--- src/sv/eitp_pkg.sv ---
`timescale 1ns / 1ps
// ----------------------------------------------------------------------------
// EIT section parser package
// Shared types, field widths, protocol codes and a helper function.
// ----------------------------------------------------------------------------
package eitp_pkg;

  // Field widths.
  localparam int unsigned ByteW    = 8;
  localparam int unsigned LenW     = 12;
  localparam int unsigned IdentW   = 16;
  localparam int unsigned StartW   = 40;
  localparam int unsigned DurW     = 19;
  localparam int unsigned DurAccW  = 20;
  localparam int unsigned LoopW    = 13;
  localparam int unsigned CountW   = 4;
  localparam int unsigned CfgIdxW  = 1;

  // Stream data widths, padded to whole bytes.
  localparam int unsigned InDataW  = 32;
  localparam int unsigned OutDataW = 104;
  localparam int unsigned OutUsedW = 2 * IdentW + StartW + DurW + ByteW;

  // Accepted table id range and minimum lengths.
  localparam logic [ByteW-1:0]  TidLow       = 8'h4e;
  localparam logic [ByteW-1:0]  TidHigh      = 8'h6f;
  localparam logic [LenW-1:0]   MinBodyLen   = 12'd11;
  localparam logic [CountW-1:0] HeaderBytes  = 4'd11;
  localparam logic [LenW-1:0]   EventHdrLen  = 12'd12;
  localparam logic [DurAccW-1:0] DurSatMax   = 20'h7ffff;

  // Byte positions inside the event header.
  localparam logic [CountW-1:0] EvIdHi     = 4'd0;
  localparam logic [CountW-1:0] EvIdLo     = 4'd1;
  localparam logic [CountW-1:0] EvStart0   = 4'd2;
  localparam logic [CountW-1:0] EvStartEnd = 4'd6;
  localparam logic [CountW-1:0] EvHours    = 4'd7;
  localparam logic [CountW-1:0] EvMinutes  = 4'd8;
  localparam logic [CountW-1:0] EvSeconds  = 4'd9;
  localparam logic [CountW-1:0] EvLoopHi   = 4'd10;

  // Short event descriptor walk positions.
  localparam logic [CountW-1:0] SeTlen  = 4'd3;
  localparam logic [CountW-1:0] SeTitle = 4'd4;
  localparam logic [CountW-1:0] SeDlen  = 4'd5;
  localparam logic [CountW-1:0] SeDesc  = 4'd6;
  localparam logic [CountW-1:0] SeOk    = 4'd7;
  localparam logic [CountW-1:0] SeBad   = 4'd8;

  // Content descriptor: position of the first body byte.
  localparam logic [CountW-1:0] CtFirst = 4'd1;

  // Configuration register indexes.
  localparam logic [CfgIdxW-1:0] RegShortEventTag = 1'b0;
  localparam logic [CfgIdxW-1:0] RegContentTag    = 1'b1;

  localparam logic [ByteW-1:0] ShortEventTagRst = 8'd77;
  localparam logic [ByteW-1:0] ContentTagRst    = 8'd84;

  typedef enum logic [5:0] {
    PhIdle   = 6'b000001,
    PhHeader = 6'b000010,
    PhEvent  = 6'b000100,
    PhDtag   = 6'b001000,
    PhDlen   = 6'b010000,
    PhDbody  = 6'b100000
  } phase_e;

  typedef struct packed {
    logic [ByteW-1:0] short_event_tag;
    logic [ByteW-1:0] content_tag;
  } cfg_t;

  typedef struct packed {
    logic [LenW-1:0]  body_length;
    logic [ByteW-1:0] table_ident;
    logic             section_start;
    logic [ByteW-1:0] section_byte;
  } in_item_t;

  typedef struct packed {
    logic             content_present;
    logic [ByteW-1:0] content_byte;
    logic [DurW-1:0]  duration_seconds;
    logic [StartW-1:0] start_raw;
    logic [IdentW-1:0] event_ident;
    logic [IdentW-1:0] service_ident;
  } result_t;

  // Two BCD digits read as a decimal number (non-decimal nibbles used as is).
  function automatic logic [ByteW-1:0] bcd_value(input logic [ByteW-1:0] b);
    logic [ByteW-1:0] hi;
    logic [ByteW-1:0] lo;
    hi = {4'b0, b[7:4]};
    lo = {4'b0, b[3:0]};
    return (hi << 3) + (hi << 1) + lo;
  endfunction

endpackage

--- src/sv/eitp_parser.sv ---
`timescale 1ns / 1ps
// ----------------------------------------------------------------------------
// EIT section parser core
// Byte-wide state machine that walks the section header, event headers and
// descriptor loops, and flags a finished event in the cycle of its last byte.
// ----------------------------------------------------------------------------
module eitp_parser (
  input  logic              clk_i,
  input  logic              rst_ni,
  input  logic              in_valid_i,
  input  eitp_pkg::in_item_t in_item_i,
  input  eitp_pkg::cfg_t    cfg_i,
  output logic              emit_o,
  output eitp_pkg::result_t result_o
);
  import eitp_pkg::*;

  phase_e              phase_q, phase_d, ph;
  logic [CountW-1:0]   bc_q, bc_d, k;
  logic [LenW-1:0]     rem_q, rem_d, rem_in;
  logic signed [LoopW-1:0] loop_q, loop_d;
  logic [ByteW-1:0]    desc_q, desc_d, dr;
  logic [ByteW-1:0]    tag_q, tag_d;
  logic [ByteW-1:0]    str_q, str_d, sr;
  logic [IdentW-1:0]   svc_q, svc_d;
  logic [IdentW-1:0]   ev_q, ev_d;
  logic [StartW-1:0]   start_q, start_d;
  logic [DurAccW-1:0]  dur_q, dur_d, dur_sum;
  logic [ByteW:0]      cont_q, cont_d;
  logic [LoopW-1:0]    loop_set;
  logic [ByteW-1:0]    b, bcd_b;
  logic                act, do_end, do_fin, do_next, emit, reject, is_se, is_ct;

  assign b      = in_item_i.section_byte;
  assign bcd_b  = bcd_value(b);
  assign is_se  = (tag_q == cfg_i.short_event_tag);
  assign is_ct  = (tag_q == cfg_i.content_tag);
  assign reject = (in_item_i.table_ident < TidLow) || (in_item_i.table_ident > TidHigh) ||
                  (in_item_i.body_length < MinBodyLen);
  assign dur_sum  = dur_q + DurAccW'(bcd_b);
  assign loop_set = {1'b0, loop_q[11:8], b};

  always_comb begin
    phase_d = phase_q;
    bc_d    = bc_q;
    rem_d   = rem_q;
    loop_d  = loop_q;
    desc_d  = desc_q;
    tag_d   = tag_q;
    str_d   = str_q;
    svc_d   = svc_q;
    ev_d    = ev_q;
    start_d = start_q;
    dur_d   = dur_q;
    cont_d  = cont_q;
    ph      = phase_q;
    rem_in  = rem_q;
    k       = bc_q;
    dr      = desc_q;
    sr      = str_q;
    act     = 1'b0;
    do_end  = 1'b0;
    do_fin  = 1'b0;
    do_next = 1'b0;
    emit    = 1'b0;

    if (in_valid_i) begin
      if (in_item_i.section_start) begin
        k    = '0;
        bc_d = '0;
        if (reject) begin
          ph     = PhIdle;
          rem_in = '0;
        end else begin
          ph     = PhHeader;
          rem_in = in_item_i.body_length;
        end
      end
      phase_d = ph;
      rem_d   = rem_in;
      if (ph != PhIdle) begin
        if (rem_in == '0) begin
          phase_d = PhIdle;
        end else begin
          rem_d = rem_in - 1'b1;
          act   = 1'b1;
        end
      end
    end

    if (act) begin
      unique case (ph)
        PhHeader: begin
          if (k == EvIdHi) begin
            svc_d = {b, 8'h00};
          end else if (k == EvIdLo) begin
            svc_d = {svc_q[15:8], svc_q[7:0] | b};
          end
          bc_d = k + 1'b1;
          if (bc_d >= HeaderBytes) begin
            do_next = 1'b1;
          end
        end
        PhEvent: begin
          bc_d = k + 1'b1;
          priority if (k == EvIdHi) begin
            ev_d   = {b, 8'h00};
            cont_d = '0;
          end else if (k == EvIdLo) begin
            ev_d = {ev_q[15:8], ev_q[7:0] | b};
          end else if (k == EvStart0) begin
            start_d = {32'b0, b};
          end else if (k <= EvStartEnd) begin
            start_d = {start_q[31:0], b};
          end else if (k == EvHours) begin
            dur_d = DurAccW'(bcd_b) * DurAccW'(3600);
          end else if (k == EvMinutes) begin
            dur_d = dur_q + DurAccW'(bcd_b) * DurAccW'(60);
          end else if (k == EvSeconds) begin
            dur_d = (dur_sum > DurSatMax) ? DurSatMax : dur_sum;
          end else if (k == EvLoopHi) begin
            loop_d = {1'b0, b[3:0], 8'h00};
          end else begin
            loop_d = signed'(loop_set);
            bc_d   = '0;
            if (loop_set > {1'b0, rem_d}) begin
              phase_d = PhIdle;
            end else if (loop_set == '0) begin
              do_fin = 1'b1;
            end else begin
              phase_d = PhDtag;
            end
          end
        end
        PhDtag: begin
          tag_d  = b;
          loop_d = loop_q - 1'b1;
          if (rem_d == '0) begin
            do_fin = 1'b1;
          end else begin
            phase_d = PhDlen;
          end
        end
        PhDlen: begin
          loop_d = loop_q - 1'b1;
          if ({4'b0, b} > rem_d) begin
            do_fin = 1'b1;
          end else begin
            desc_d = b;
            bc_d   = (!is_se && is_ct && b >= 8'd2) ? CtFirst : '0;
            if (b == '0) begin
              do_end = 1'b1;
            end else begin
              phase_d = PhDbody;
            end
          end
        end
        PhDbody: begin
          if (desc_q != '0) begin
            dr = desc_q - 1'b1;
          end
          desc_d = dr;
          loop_d = loop_q - 1'b1;
          if (is_se) begin
            if (k < SeTlen) begin
              bc_d = k + 1'b1;
            end else if (k == SeTlen || k == SeDlen) begin
              if (b > dr) begin
                bc_d = SeBad;
              end else begin
                str_d = b;
                if (k == SeTlen) begin
                  bc_d = (b != '0) ? SeTitle : SeDlen;
                end else begin
                  bc_d = (b != '0) ? SeDesc : SeOk;
                end
              end
            end else if (k == SeTitle || k == SeDesc) begin
              if (str_q != '0) begin
                sr = str_q - 1'b1;
              end
              str_d = sr;
              if (sr == '0) begin
                bc_d = k + 1'b1;
              end
            end
          end else if (is_ct && k == CtFirst) begin
            cont_d = {1'b1, b};
            bc_d   = '0;
          end
          if (dr == '0) begin
            do_end = 1'b1;
          end
        end
        default: begin
          phase_d = PhIdle;
        end
      endcase
    end

    // Close the descriptor: a short event that did not finish cleanly
    // cancels the event's duration.
    if (do_end) begin
      if (is_se && bc_d != SeOk) begin
        dur_d = '0;
      end
      bc_d = '0;
      if (loop_d[LoopW-1] || loop_d == '0) begin
        do_fin = 1'b1;
      end else begin
        phase_d = PhDtag;
      end
    end

    if (do_fin) begin
      emit    = (dur_d != '0);
      do_next = 1'b1;
    end

    if (do_next) begin
      bc_d    = '0;
      phase_d = (rem_d >= EventHdrLen) ? PhEvent : PhIdle;
    end
  end

  always_ff @(posedge clk_i or negedge rst_ni) begin
    if (!rst_ni) begin
      phase_q <= PhIdle;
      bc_q    <= '0;
      rem_q   <= '0;
      loop_q  <= '0;
      desc_q  <= '0;
      tag_q   <= '0;
      str_q   <= '0;
      svc_q   <= '0;
      ev_q    <= '0;
      start_q <= '0;
      dur_q   <= '0;
      cont_q  <= '0;
    end else begin
      phase_q <= phase_d;
      bc_q    <= bc_d;
      rem_q   <= rem_d;
      loop_q  <= loop_d;
      desc_q  <= desc_d;
      tag_q   <= tag_d;
      str_q   <= str_d;
      svc_q   <= svc_d;
      ev_q    <= ev_d;
      start_q <= start_d;
      dur_q   <= dur_d;
      cont_q  <= cont_d;
    end
  end

  assign emit_o                    = emit;
  assign result_o.service_ident    = svc_d;
  assign result_o.event_ident      = ev_d;
  assign result_o.start_raw        = start_d;
  assign result_o.duration_seconds = dur_d[DurW-1:0];
  assign result_o.content_byte     = cont_d[ByteW-1:0];
  assign result_o.content_present  = cont_d[ByteW];

endmodule

--- src/sv/eitp_out_queue.sv ---
`timescale 1ns / 1ps
// ----------------------------------------------------------------------------
// EIT section parser output queue
// Two-entry result queue that decouples the parser from output stalls.
// ----------------------------------------------------------------------------
module eitp_out_queue (
  input  logic              clk_i,
  input  logic              rst_ni,
  input  logic              push_i,
  input  eitp_pkg::result_t push_data_i,
  output logic              room_o,
  output logic              valid_o,
  input  logic              pop_ready_i,
  output eitp_pkg::result_t data_o
);
  import eitp_pkg::*;

  result_t     mem_q [2];
  logic        wr_ptr_q, wr_ptr_d;
  logic        rd_ptr_q, rd_ptr_d;
  logic [1:0]  count_q, count_d;
  logic        pop;

  assign valid_o = (count_q != 2'd0);
  assign room_o  = (count_q != 2'd2);
  assign pop     = valid_o && pop_ready_i;
  assign data_o  = mem_q[rd_ptr_q];

  always_comb begin
    wr_ptr_d = push_i ? ~wr_ptr_q : wr_ptr_q;
    rd_ptr_d = pop ? ~rd_ptr_q : rd_ptr_q;
    count_d  = count_q + {1'b0, push_i} - {1'b0, pop};
  end

  always_ff @(posedge clk_i) begin
    if (push_i) begin
      mem_q[wr_ptr_q] <= push_data_i;
    end
  end

  always_ff @(posedge clk_i or negedge rst_ni) begin
    if (!rst_ni) begin
      wr_ptr_q <= 1'b0;
      rd_ptr_q <= 1'b0;
      count_q  <= 2'd0;
    end else begin
      wr_ptr_q <= wr_ptr_d;
      rd_ptr_q <= rd_ptr_d;
      count_q  <= count_d;
    end
  end

endmodule

--- src/sv/eit_section_event_parser_top.sv ---
`timescale 1ns / 1ps
// ----------------------------------------------------------------------------
// EIT section event parser, top level
// Walks EIT section bodies bytewise; one request per nonzero-duration event.
// ----------------------------------------------------------------------------
// Throughput: one section byte per cycle; a two-entry output queue absorbs
// results, so the input stalls only while both entries hold untaken results.
// An event's result enters the output queue as its last byte is accepted and
// is offered on the output from the next cycle, behind any older results.
// Reset (rst_ni low, asynchronous) idles the parser, empties the queue and
// restores the tag registers to 77 and 84.
module eit_section_event_parser_top (
  input  logic                            clk_i,
  input  logic                            rst_ni,
  // Input stream.
  input  logic                            s_axis_tvalid,
  output logic                            s_axis_tready,
  // tdata, low to high: section_byte[7:0], table_ident[15:8],
  // body_length[27:16], zero padding[31:28].
  input  logic [eitp_pkg::InDataW-1:0]    s_axis_tdata,
  // tuser: section_start.
  input  logic                            s_axis_tuser,
  // Output stream.
  output logic                            m_axis_tvalid,
  input  logic                            m_axis_tready,
  // tdata, low to high: service_ident[15:0], event_ident[31:16],
  // start_raw[71:32], duration_seconds[90:72], content_byte[98:91],
  // zero padding[103:99].
  output logic [eitp_pkg::OutDataW-1:0]   m_axis_tdata,
  // tuser: content_present.
  output logic                            m_axis_tuser,
  // Configuration write channel.
  input  logic                            cfg_valid_i,
  output logic                            cfg_ready_o,
  input  logic [eitp_pkg::CfgIdxW-1:0]    cfg_index_i,
  input  logic [eitp_pkg::ByteW-1:0]      cfg_data_i
);
  import eitp_pkg::*;

  cfg_t     cfg_q, cfg_d;
  in_item_t in_item;
  result_t  result, out_result;
  logic     in_accept, emit, room;

  // Configuration writes are always taken. Both tag registers are decoded
  // by index; the channel only ever carries valid indexes.
  assign cfg_ready_o = 1'b1;

  always_comb begin
    cfg_d = cfg_q;
    if (cfg_valid_i) begin
      unique case (cfg_index_i)
        RegShortEventTag: cfg_d.short_event_tag = cfg_data_i;
        RegContentTag:    cfg_d.content_tag     = cfg_data_i;
        default:          cfg_d = cfg_q;
      endcase
    end
  end

  always_ff @(posedge clk_i or negedge rst_ni) begin
    if (!rst_ni) begin
      cfg_q.short_event_tag <= ShortEventTagRst;
      cfg_q.content_tag     <= ContentTagRst;
    end else begin
      cfg_q <= cfg_d;
    end
  end

  // A byte is taken whenever the queue has a free entry, so the parser can
  // always store the result that the byte may produce.
  assign s_axis_tready = room;
  assign in_accept     = s_axis_tvalid && room;

  assign in_item.section_byte  = s_axis_tdata[7:0];
  assign in_item.table_ident   = s_axis_tdata[15:8];
  assign in_item.body_length   = s_axis_tdata[27:16];
  assign in_item.section_start = s_axis_tuser;

  eitp_parser u_parser (
    .clk_i      (clk_i),
    .rst_ni     (rst_ni),
    .in_valid_i (in_accept),
    .in_item_i  (in_item),
    .cfg_i      (cfg_q),
    .emit_o     (emit),
    .result_o   (result)
  );

  eitp_out_queue u_out_queue (
    .clk_i       (clk_i),
    .rst_ni      (rst_ni),
    .push_i      (emit),
    .push_data_i (result),
    .room_o      (room),
    .valid_o     (m_axis_tvalid),
    .pop_ready_i (m_axis_tready),
    .data_o      (out_result)
  );

  // Pack the result fields, first field in the lowest bits.
  assign m_axis_tdata = {{(OutDataW - OutUsedW){1'b0}},
                         out_result.content_byte,
                         out_result.duration_seconds,
                         out_result.start_raw,
                         out_result.event_ident,
                         out_result.service_ident};
  assign m_axis_tuser = out_result.content_present;

endmodule

--- config.mk ---
export PLATFORM = sky130hd
export DESIGN_NAME = eit_section_event_parser_top
export DESIGN_NICKNAME = d
export VERILOG_FILES = /design/src/sv/eitp_pkg.sv /design/src/sv/eitp_parser.sv /design/src/sv/eitp_out_queue.sv /design/src/sv/eit_section_event_parser_top.sv
export SDC_FILE = /design/constraint.sdc
export NUM_CORES = 1
export LEC_CHECK = 0
export ABC_AREA = 1
export BUFFER_PORTS_ARGS = -buffer_cell sky130_fd_sc_hd__buf_2
export CAP_MARGIN = 20
export CELL_PAD_IN_SITES_DETAIL_PLACEMENT = 1
export CELL_PAD_IN_SITES_GLOBAL_PLACEMENT = 1
export CORE_MARGIN = 3
export CORE_UTILIZATION = 32
export DETAILED_ROUTE_END_ITERATION = 10
export PLACE_DENSITY = 0.57
export SLEW_MARGIN = 20
export SYNTH_ARGS = -nofsm -noshare
export SYNTH_HDL_FRONTEND = slang
export SYNTH_SLANG_ARGS = --single-unit
--- constraint.sdc ---
create_clock -name clk_i -period 26.9 [get_ports clk_i]
set_input_delay 0 -clock clk_i [delete_from_list [all_inputs] [get_ports clk_i]]
set_output_delay 0 -clock clk_i [all_outputs]
set_load 0.05 [all_outputs]
**Word level (Yosys, flattened, before mapping)**

Memories as Yosys holds them, arrays and structs flattened.
Cells that the tools add are included.

- Register bits: 180
- Memory bits (writable): 200
- Output and inout bits: 108
- Word-level logic and storage cells: 250
- Memories kept: 1

- $add $sub $neg: 11
- Multipliers: 2
- Magnitude comparators: 12
- Equality and inequality tests: 22
- Mux-type cells: 145
- Bitwise operators: 6
- Reductions and logical operators: 34

Memories:

| memory | words | width | rd ports | clocked after Yosys merged registers in | wr ports | line | text |
|---|---|---|---|---|---|---|---|
| u_out_queue.mem_q | 2 | 100 | 1 | 0 | 1 | eitp_out_queue.sv:18 | `result_t mem_q [2];` |

Operators with widths:

| cell | count |
|---|---|
| 20-bit two-way mux | 12 |
| 40-bit two-way mux | 6 |
| 6-bit two-way mux | 23 |
| 8-bit two-way mux | 16 |
| 13-bit two-way mux | 8 |
| 16-bit two-way mux | 6 |
| 4-bit two-way mux | 22 |
| 12-bit two-way mux | 7 |
| 9-bit two-way mux | 4 |
| 1-bit two-way mux | 32 |
| 13-bit logical NOT | 2 |
| 13-bit case mux with 2 select lines | 1 |
| 12-bit logical NOT | 2 |
| 8-bit logical NOT | 3 |
| 6-bit case mux with 4 select lines | 1 |
| 8-bit nonzero test | 3 |
| 20-bit by 14-bit adder with 20-bit output | 1 |
| 20-bit by 8-bit adder with 20-bit output | 1 |
| 20-bit by 19-bit greater-than comparator with 1-bit output (second input constant) | 1 |
| 20-bit nonzero test | 1 |
| 9-bit case mux with 2 select lines | 1 |
| 4-bit by 3-bit equality test with 1-bit output (second input constant) | 4 |
| 8-bit equality test | 2 |
| 8-bit by 8-bit multiplier with 16-bit output (second input constant) | 1 |
| 49 further kinds | 72 |

**Logic depth before layout (Yosys ltp)**

Gate-level depths: netlist of run 1.

- Depth in word-level cells: 27
- Mapped depth: 45
- Gate-level depth less buffers: 43

**Hierarchy**

From an unflattened synthesis of run 1, not the netlist that was laid out.

- Cells, all modules: 2555
- Area total of the unflattened synthesis: 22022.4 µm²

By module, submodules not included:

| module | instances | cells an instance | area each (µm²) |
|---|---|---|---|
| eitp_parser | 1 | 1923 | 13754.4 |
| eitp_out_queue | 1 | 552 | 7548.5 |
| eit_section_event_parser_top | 1 | 80 | 719.4 |

**Worst setup path after synthesis of run 1**

No wires, ideal clock.

- Kind: input-to-reg
- From: input s_axis_tdata[4] (netlist bit)
- To: memory u_out_queue.mem_q[0][0] (netlist bit) (enable)
- Setup time: 0.560 ns
- Data arrival time: 10.118 ns
- Data required time: 26.340 ns
- Path slack: 16.222 ns
- Stages on the path: 35
- Path buffers: 1
- Cell sequence: clkbuf_1 -> inv_1 -> fa_1 -> inv_1 -> fa_1 -> xor2_1 -> inv_1 -> fa_1 -> fa_1 -> inv_1 -> ha_1 -> nand2_1 -> o21ai_0 -> a21oi_1 -> o21ai_0 -> a21o_1 -> a21oi_1 -> xnor2_1 -> ha_1 -> nand2_1 -> nor3_1 -> nand2_1 -> o221ai_1 -> nand3_1 -> nand2_1 -> o22ai_1 -> nand2_1 -> nand3_1 -> nand2_1 -> o21ai_0 -> nand2_1 -> nor2_1 -> nand3_2 -> nand2_2 -> nor2_1

- Word-level cells in the longest chain between the ends: 20

RTL lines:

| item | line | text |
|---|---|---|
| start: declaration | eit_section_event_parser_top.sv:20 | `input logic [eitp_pkg::InDataW-1:0] s_axis_tdata,` |
| branches (longest 17 deep; another with 20-bit by 14-bit adder with 20-bit output) | n/a |  |
| 1-bit two-way mux (*) | eitp_parser.sv:215 | `if (do_fin) begin` |
| 1-bit two-way mux (*) | eitp_out_queue.sv:36 | `if (push_i) begin` |
| 1-bit two-way mux (not written as such) (*) | eitp_out_queue.sv:37 | `mem_q[wr_ptr_q] <= push_data_i;` |
| end: declaration | eitp_out_queue.sv:18 |  |

Mark *: on every way between the ends.

**Final worst setup path of run 1**

- From: input s_axis_tdata[3] (netlist bit)
- To: memory u_out_queue.mem_q[0][84] (netlist bit) (enable)

- Word-level cells in the longest chain between the ends: 19

RTL lines:

| item | line |
|---|---|
| branches (longest 16 deep; another with 20-bit by 14-bit adder with 20-bit output) | n/a |
| 1-bit two-way mux (*) | eitp_parser.sv:215 |
| 1-bit two-way mux (*) | eitp_out_queue.sv:36 |
| 1-bit two-way mux (not written as such) (*) | eitp_out_queue.sv:37 |

Marks and branches as above.

==> results of run 1 <==
[cells in the final DEF (no fill, tap or decap), drive strengths merged, types with 18 or more instances in the layout]
cell         count
dfrtp          172
a31oi           23
nor3            23
ha             107
dlygate4sd3     18
a21oi          134
clkbuf          67
nand2          721
xor2            49
nand3           91
o21ai          165
inv            281
buf            160
edfxtp         200
nor2           227
[sequential cells by signal (all words and copies together), names as in the netlist, 2 cells and up]
| name | count |
|---|---|
| u_parser.ev_q | 16 |
| u_parser.bc_q | 4 |
| u_out_queue.mem_q | 200 |
| u_parser.start_q | 40 |
| u_parser.tag_q | 8 |
| u_parser.phase_q | 6 |
| u_parser.svc_q | 16 |
| u_parser.rem_q | 12 |
| u_parser.cont_q | 9 |
| u_parser.str_q | 8 |
| u_out_queue.count_q | 2 |
| u_parser.loop_q | 13 |
| u_parser.desc_q | 8 |
| u_parser.dur_q | 20 |
| cfg_q | 16 |
[power breakdown]
group | switching, mW | internal [mW]
clock | 0.255 | 0.353
sequential | 0.0214 | 0.629
combinational | 0.466 | 0.231
[metrics by stage]
step           worst slack [ns]  cells    util  hold slack, ns  total power, mW
6_report                  17.38   3481  0.3756         0.01048            1.955
5_1_grt                   16.62   3480  0.3756         0.05227            2.111
4_1_cts                   17.29   3480  0.3756        0.003785            1.985
3_5_place_dp              17.25   3378  0.3503          0.1389            1.362
3_3_place_gp              17.36   3378  0.3503          0.1325            1.346
2_1_floorplan             16.22   2434       -         -0.2956            1.164
[worst min-delay path: cells and delay by family]
family          cells  cell delay [ns]
simple gates        2             0.26
compound gates      3             0.18
buf+inv             1             0.11
[per-layer routing]
metal / GRT usage / vias to the layer above / share of wire
li1: - / 8323 / -
met1: 0.2552 / 8457 / 0.47
met2: 0.3163 / 254 / 0.48
met3: 0.02490 / 79 / 0.032
met4: 0.04240 / 0 / 0.020
met5: 0 / - / 0
[path summary, 6_finish.rpt]
kind / start / end / cells after the start
setup / recovery: s_axis_tdata[3] / u_out_queue.mem_q[0][84] / 39
hold / removal: s_axis_tuser / u_parser.phase_q[2] / 6
setup reg to reg: u_out_queue.count_q[1] / u_out_queue.mem_q[0][84] / 28
hold reg to reg: u_parser.str_q[0] / u_parser.str_q[0] / 2
max in group asynchronous: rst_ni / u_parser.dur_q[13] / 3
min in group asynchronous: rst_ni / cfg_q[13] / 2
[final cells by class]
class	instances	area, um2	area share
Antenna cell	1	2.502	0.0001028
Timing Repair Buffer	179	1040	0.04271
Tap cell	855	1070	0.04394
Clock buffer	66	1245	0.05114
Inverter	281	1061	0.04358
Clock inverter	18	212.7	0.008737
Multi-Input combinational cell	1701	9191	0.3775
Sequential cell	380	10520	0.4323
[logic make-up (layout without fill, tap and decap cells)]
family                   after synthesis  after routing  share of synthesized area
other                                  2              7                  0.0003568
AO/OA/AOI/OAI                        403            403                     0.1095
buffers and inverters                353            544                    0.06574
XOR/XNOR                              64             64                    0.02663
AND/OR/NAND/NOR                     1106           1106                     0.2202
adder cells (fa/ha/maj)              122            122                    0.07786
flip-flops                           380            380                     0.4998
==> results.py, run 1 <==
metrics = {
    "run_status": {
        "status": "completed",
    },
    "layout": {
        "area_growth_pct": 15.66,
        "fillerInstances": 7624,
        "drive_gt1_frac": 0.1257,
        "layout.nets": 2757,
        "fin_area_um2": 24350,
    },
    "global_routing": {
        "grt_pass1_wl_um": 103200,
        "grt_antenna_before_repair": 1,
        "grt_pass1_vias": 18120,
        "grt_usage": 0.1870,
        "grt_max_degree": 85,
        "overflow": 0,
    },
    "synthesis": {
        "yosysMostFrequentCell": "nand2_1",
        "synthFlopType": "edfxtp_1",
        "synth_top_area_share": 0.2853,
        "syn-cell-area_um2": 21050,
        "yosys-top-cells-area": "edfxtp_1 29%, dfrtp_1 20%, nand2_1 13%, ha_1 6.4%, inv_1 4.6%",
        "synth_cells": 2430,
        "syn_area_per_cell_um2": 8.663,
        "synth_commonest_cells": "703 x nand2_1, 257 x inv_1, 206 x nor2_1",
        "yosys.area.top_type": "edfxtp_1",
        "ys_warn_count": 0,
        "ys_types": 62,
        "async_flop_share": 0.4737,
        "synth-seq-area-share": 0.4998,
        "synth_edf_count": 200,
        "synth-seq-cells": 380,
    },
    "worst_setup_path": {
        "worst-path-buf-inv": 10,
        "r2r_slack_ns": 19.75,
        "cpMaxStageDelayCell": "buf_4",
        "max_stage_delay_ns": 0.84,
        "endpoint_kind": "flop",
        "critical_path_required_ns": 27.09,
        "critPathKind": "in -> reg",
        "worst-path-max-fanout": 66,
        "cp-start-kind": "input pin",
        "cp_common_cell": "nand2_1",
        "path_delay_family": "buffers and inverters",
        "worst_ep_arrival_time_ns": 9.72,
    },
    "floorplan": {
        "die_area_um2": 68900,
        "die_h_um": 262.5,
        "fp-row-count": 93,
        "core_area_um2": 64810,
        "die_w_um": 262.5,
        "start_util": 0.3248,
        "pin_count": 155,
    },
    "clocking": {
        "clock_sinks": 380,
        "cts_resized": 0,
        "cts_tree": "yes",
        "post-cts-setup-buffer-count": 0,
        "hold_buffers": 18,
        "cts.clk_slew.worst_paths_ns": 0.05,
        "cts-root-buf": "clkbuf_16",
        "cts_made_buffers": 45,
        "cts_buffer_depth": 3,
        "clock_latency_ns": 0.59,
        "htree_levels": 2,
    },
    "detailed_routing": {
        "dr.first_iter.drc_count": 944,
        "drc": 0,
        "ant_nets": 0,
        "routedWlPerCell_um": 18.61,
        "drt-vias-per-instance": 4.916,
        "first_pass_iters": 5,
        "routed_wl_um": 64790,
        "vias": 17110,
    },
    "timing": {
        "maxSlewViolCount": 0,
        "rsz0062_at_grt": "no",
        "worst_slew_pin_slew_ns": 1.023,
        "tns_ns": 0,
        "clock_skew_ns": 0.02801,
        "fmax_mhz": 105.0,
        "setup_viol": 0,
        "slew_headroom": 0.3155,
        "period_needed_ns": 9.525,
        "period_share": 0.3541,
        "finalHoldViolations": 0,
    },
    "place": {
        "gp_congestion": 0.8369,
        "dp_hpwl_um": 45510,
        "io_buffers": 143,
        "placedInstanceArea_um2": 22710,
    },
    "flow_run": {
        "cap_violations": 0,
    },
    "min_path": {
        "holdCritPathClass": "in -> reg",
    },
    "power": {
        "leakage_nw": 11.92,
        "ir_drop_uv": 57.77,
        "powerDensity_nw_per_um2": 80.31,
    },
}
(Power assumes the default switching activity.)
==> inputs of run 2 (changes only) <==
--- a/config.mk
+++ b/config.mk
@@ -13,7 +13,7 @@
 export CORE_MARGIN = 3
 export CORE_UTILIZATION = 32
 export DETAILED_ROUTE_END_ITERATION = 10
-export PLACE_DENSITY = 0.57
+export PLACE_DENSITY = 0.59
 export SLEW_MARGIN = 20
 export SYNTH_ARGS = -nofsm -noshare
 export SYNTH_HDL_FRONTEND = slang
==> constraint.sdc (replaced) <==
create_clock -name clk_i -period 8.5 [get_ports clk_i]
set_input_delay 0 -clock clk_i [delete_from_list [all_inputs] [get_ports clk_i]]
set_output_delay 0 -clock clk_i [all_outputs]
set_load 0.05 [all_outputs]
==> results.py, run 2 (synthesized netlist as in run 1, its figures left out) <==
metrics = {
    "timing": {
        "finalHoldViolations": 0,
        "setup_ws_ns": 0.6857,
        "fmax_mhz": 128.0,
        "slew_headroom": 0.3012,
        "maxSlewViolCount": 0,
        "clock_skew_ns": 0.02287,
        "period_needed_ns": 7.814,
        "period_share": 0.9193,
        "whs_ns": 0.02651,
        "worst_slew_pin_slew_ns": 1.048,
        "rsz0062_at_grt": "no",
        "setup_viol": 0,
    },
    "floorplan": {
        "start_util": 0.3248,
        "pin_count": 155,
        "die_h_um": 262.5,
        "fp-row-count": 93,
        "die_w_um": 262.5,
        "die_area_um2": 68900,
        "core_area_um2": 64810,
    },
    "worst_setup_path": {
        "cp-start-kind": "input pin",
        "cp_common_cell": "nand2_1",
        "crit_cells": 39,
        "worst_ep_arrival_time_ns": 8.08,
        "max_stage_delay_ns": 0.73,
        "r2r-start": "u_out_queue.count_q[0]",
        "rr_worst_depth": 27,
        "r2r_slack_ns": 2.05,
        "critical_path_required_ns": 8.76,
        "cpMaxStageDelayCell": "fa_1",
        "r2r_end": "u_out_queue.mem_q[1][26]",
        "path_delay_family": "adder cells",
        "critPathKind": "in -> reg",
        "worst-path-buf-inv": 8,
        "endpoint_kind": "flop",
        "worst-path-max-fanout": 25,
    },
    "global_routing": {
        "grt_usage": 0.1878,
        "grt_pass1_wl_um": 103300,
        "grt_antenna_before_repair": 0,
        "grt_pass1_vias": 18070,
        "overflow": 0,
        "grt_max_degree": 111,
    },
    "clocking": {
        "cts.clk_slew.worst_paths_ns": 0.06,
        "clock_latency_ns": 0.58,
        "cts_resized": 0,
        "clock_sinks": 380,
        "cts-root-buf": "clkbuf_16",
        "cts_made_buffers": 44,
        "cts_buffer_depth": 3,
        "htree_levels": 2,
        "cts_tree": "yes",
    },
    "layout": {
        "finalCoreUtilization": 0.3802,
        "top_register": "u_out_queue.mem_q",
        "largestRegisters": "u_out_queue.mem_q (200), u_parser.start_q (40), u_parser.dur_q (20)",
        "layout.nets": 2773,
        "stdcell_count": 3495,
        "layout_common_cells": "703 x nand2_1, 256 x inv_1, 204 x nor2_1",
        "largest_reg_flops": 200,
        "final_common_cell": "nand2_1",
        "drive_gt1_frac": 0.1318,
        "diodes": 0,
        "area_growth_pct": 17.08,
        "fin_area_um2": 24640,
    },
    "min_path": {
        "holdCritPathClass": "in -> reg",
        "hold_depth": 6,
        "hold_end": "u_parser.phase_q[2]",
        "hold_start": "s_axis_tuser",
    },
    "place": {
        "io_buffers": 143,
        "place_ws_ns": 0.6752,
        "gp_congestion": 0.8573,
        "dp_hpwl_um": 47590,
        "placedInstanceArea_um2": 22940,
        "place_inst": 3392,
    },
    "power": {
        "p_int_mw": 3.888,
        "p_sw_frac": 0.3670,
        "netSwitchingPower_mw": 2.254,
        "seqPwrFrac": 0.332,
        "pwr-share-clk": 0.313,
        "leakage_nw": 12.06,
        "combPwrFrac": 0.355,
        "ir_drop_uv": 150.8,
        "powerDensity_nw_per_um2": 249.2,
    },
    "detailed_routing": {
        "routed_wl_um": 65720,
        "first_pass_iters": 5,
        "drt-vias-per-instance": 4.922,
        "routedWlPerCell_um": 18.80,
        "ant_nets": 0,
        "dr.first_iter.drc_count": 867,
        "drc": 0,
        "vias": 17200,
    },
    "flow_run": {
        "cap_violations": 0,
    },
    "run_status": {
        "status": "completed",
    },
}
run 2: cell types whose count changed in the layout (fill, tap and decap cells not counted), moves of 3 or more:
cell	delta
buf_4	+3
clkbuf_8	+5
clkbuf_1	-6
dlygate4sd3_1	+3
buf_12	+10
run 2: layout make-up:
class | count | area, um2
fillers | 7648 | 40170
inverters | 281 | 1061
multi-input cells | 1701 | 9198
clock inverters | 17 | 197.7
well taps | 855 | 1070
flip-flops and latches | 380 | 10520
clock buffers | 65 | 1291
repair buffers | 196 | 1304
run 2: metrics by stage:
step / TNS (ns) / power (mW)
global route: 0 / 6.580
global placement: 0 / 4.199
detailed placement: 0 / 4.270
CTS: 0 / 6.227
floorplan: -96.10 / 3.685
finish: 0 / 6.142
run 2: what timing repair did:
item,in CTS,in global routing
hold buffers,21,0
buffers inserted,0,0
hold endpoints to repair,133,0
run 2: power groups by stage:
stage               Clock, mW  Combinational [mW]  Sequential [mW]
global route             2.06                2.48             2.05
CTS                      1.98                2.21             2.04
global placement            0                2.12             2.08
detailed placement          0                2.19             2.08
floorplan                   0                1.64             2.05
finish                   1.92                2.18             2.04
run 2: worst max path at each step:
stage                    startpoint                        to  slack, ns
detailed placement  s_axis_tdata[6]  u_out_queue.mem_q[1][48]       0.68
floorplan           s_axis_tdata[4]   u_out_queue.mem_q[0][0]      -0.48
finish              s_axis_tdata[6]  u_out_queue.mem_q[1][26]       0.69
global placement    s_axis_tdata[6]  u_out_queue.mem_q[1][48]       0.92
global route        s_axis_tdata[6]  u_out_queue.mem_q[1][13]       0.15
CTS                 s_axis_tdata[6]  u_out_queue.mem_q[1][13]       0.75
run 2: worst reg2reg max path: cells and delay by family (launching register included):
family / cells / cell delay (ns)
flops: 1 / 0.41
fa+ha+maj: 1 / 0.25
buf+inv: 8 / 1.75
compound gates: 4 / 0.99
simple gates: 14 / 2.76
run 2: routing by layer:
metal  track usage  up-vias  share of wire
met5             0        -              0
met4       0.03581        0          0.015
met3       0.02210       56          0.032
met2        0.3214      259           0.48
met1        0.2578     8528           0.47
li1              -     8359              -
==> inputs of run 3 (changes only) <==
--- a/config.mk
+++ b/config.mk
@@ -11,9 +11,9 @@
 export CELL_PAD_IN_SITES_DETAIL_PLACEMENT = 1
 export CELL_PAD_IN_SITES_GLOBAL_PLACEMENT = 1
 export CORE_MARGIN = 3
-export CORE_UTILIZATION = 32
+export CORE_UTILIZATION = 42
 export DETAILED_ROUTE_END_ITERATION = 10
-export PLACE_DENSITY = 0.59
+export PLACE_DENSITY = 0.75
 export SLEW_MARGIN = 20
 export SYNTH_ARGS = -nofsm -noshare
 export SYNTH_HDL_FRONTEND = slang
==> results.py, run 3 (synthesized netlist as in run 1, its figures left out) <==
metrics = {
    "detailed_routing": {
        "drc": 0,
        "ant_nets": 0,
        "dr.first_iter.drc_count": 1011,
        "first_pass_iters": 6,
        "vias": 17550,
        "routed_wl_um": 64070,
        "routedWlPerCell_um": 19.45,
        "drt-vias-per-instance": 5.330,
    },
    "floorplan": {
        "die_area_um2": 52840,
        "fp-row-count": 81,
        "pin_count": 155,
        "core_area_um2": 49250,
        "start_util": 0.4274,
        "die_h_um": 229.9,
        "die_w_um": 229.9,
    },
    "worst_setup_path": {
        "cp-start-kind": "input pin",
        "critPathKind": "in -> reg",
        "cpMaxStageDelayCell": "fa_1",
        "endpoint_kind": "flop",
        "max_stage_delay_ns": 0.69,
        "worst_ep_arrival_time_ns": 8.07,
        "cp_common_cell": "nand2_1",
        "critical_path_required_ns": 8.75,
        "worst-path-max-fanout": 29,
    },
    "power": {
        "leakage_nw": 11.96,
        "ir_drop_uv": 179.6,
        "p_total_mw": 6.035,
        "powerDensity_nw_per_um2": 249.4,
    },
    "timing": {
        "clock_skew_ns": 0.02106,
        "maxSlewViolCount": 0,
        "setup_viol": 0,
        "period_share": 0.9203,
        "tns_ns": 0,
        "finalHoldViolations": 0,
        "period_needed_ns": 7.823,
        "rsz0062_at_grt": "no",
        "worst_slew_pin_slew_ns": 0.9455,
        "fmax_mhz": 127.8,
        "slew_headroom": 0.3662,
    },
    "layout": {
        "finalCoreUtilization": 0.4912,
        "area_growth_pct": 14.94,
        "largest_reg_flops": 200,
        "stdcell_count": 3293,
        "diodes": 0,
        "largestRegisters": "u_out_queue.mem_q (200), u_parser.start_q (40), u_parser.dur_q (20)",
        "drive_gt1_frac": 0.1305,
        "top_register": "u_out_queue.mem_q",
        "layout.nets": 2765,
        "layout_common_cells": "703 x nand2_1, 256 x inv_1, 204 x nor2_1",
        "final_common_cell": "nand2_1",
    },
    "place": {
        "place_inst": 3197,
        "gp_congestion": 0.9351,
        "dp_hpwl_um": 46370,
        "io_buffers": 143,
    },
    "flow_run": {
        "cap_violations": 0,
    },
    "clocking": {
        "cts_buffer_depth": 3,
        "cts-root-buf": "clkbuf_16",
        "clock_sinks": 380,
        "htree_levels": 2,
        "hold_buffers": 19,
        "clock_latency_ns": 0.57,
        "cts_made_buffers": 42,
        "cts_resized": 0,
        "cts_tree": "yes",
        "cts.clk_slew.worst_paths_ns": 0.06,
        "post-cts-setup-buffer-count": 0,
    },
    "global_routing": {
        "grt_pass1_vias": 18630,
        "grt_pass1_wl_um": 101600,
        "overflow": 0,
        "grt_max_degree": 102,
        "grt_usage": 0.2404,
        "grt_antenna_before_repair": 0,
    },
    "run_status": {
        "status": "completed",
    },
    "min_path": {
        "holdCritPathClass": "in -> reg",
    },
}
==> run 3: stage by stage <==
stage	setup WS (ns)	area [um2]	hold slack [ns]
finish	0.6771	24200	0.03561
global route	0.1675	24200	0.07730
CTS	0.7477	24190	0.02397
detailed placement	0.7232	22630	0.02498
global placement	0.9033	22630	0.01727
floorplan	-0.4806	21070	-0.2956
==> run 3: path summary, 6_finish.rpt <==
check / from / endpoint / slack [ns] / cells past startpoint
setup / recovery: s_axis_tdata[3] / u_out_queue.mem_q[1][30] / 0.68 / 39
hold / removal: cfg_valid_i / cfg_q[10] / 0.04 / 4
setup reg to reg: u_out_queue.count_q[0] / u_out_queue.mem_q[1][30] / 2.31 / 27
hold reg to reg: cfg_q[11] / cfg_q[11] / 0.50 / 2
min in group asynchronous: rst_ni / u_parser.tag_q[1] / 0.51 / 3
max in group asynchronous: rst_ni / u_out_queue.rd_ptr_q / 5.89 / 5
==> run 3: metal layers <==
| layer | GRT usage | wire [um] | vias up |
|---|---|---|---|
| met3 | 0.02812 | 2263 | 97 |
| met5 | 0 | 0 | - |
| met2 | 0.4277 | 32200 | 338 |
| met1 | 0.3100 | 27990 | 8768 |
| met4 | 0.06664 | 1614 | 0 |
| li1 | - | - | 8349 |
==> run 3: layout make-up <==
cell class | count | area (um2)
clock buffers | 58 | 1202
clock inverters | 19 | 168.9
fillers | 5883 | 25060
inverters | 281 | 1061
multi-input cells | 1701 | 9191
flip-flops and latches | 380 | 10520
well taps | 664 | 830.8
repair buffers | 190 | 1217
==> run 3: worst max-delay path: cells and delay by family <==
| family | cells | cell delay (ns) |
|---|---|---|
| AOI/OAI and AO/OA | 10 | 1.88 |
| xor gates and xnor gates | 1 | 0.15 |
| adders and majority gates | 6 | 2.91 |
| buffers and inverters | 8 | 1.75 |
| and+or+nand+nor | 14 | 1.33 |
==> run 3: report_power, final <==
group          switching [mW]  internal [mW]  total [mW]
Clock                   0.752           1.06        1.81
Sequential             0.0348           1.99        2.03
Combinational            1.46          0.742        2.20
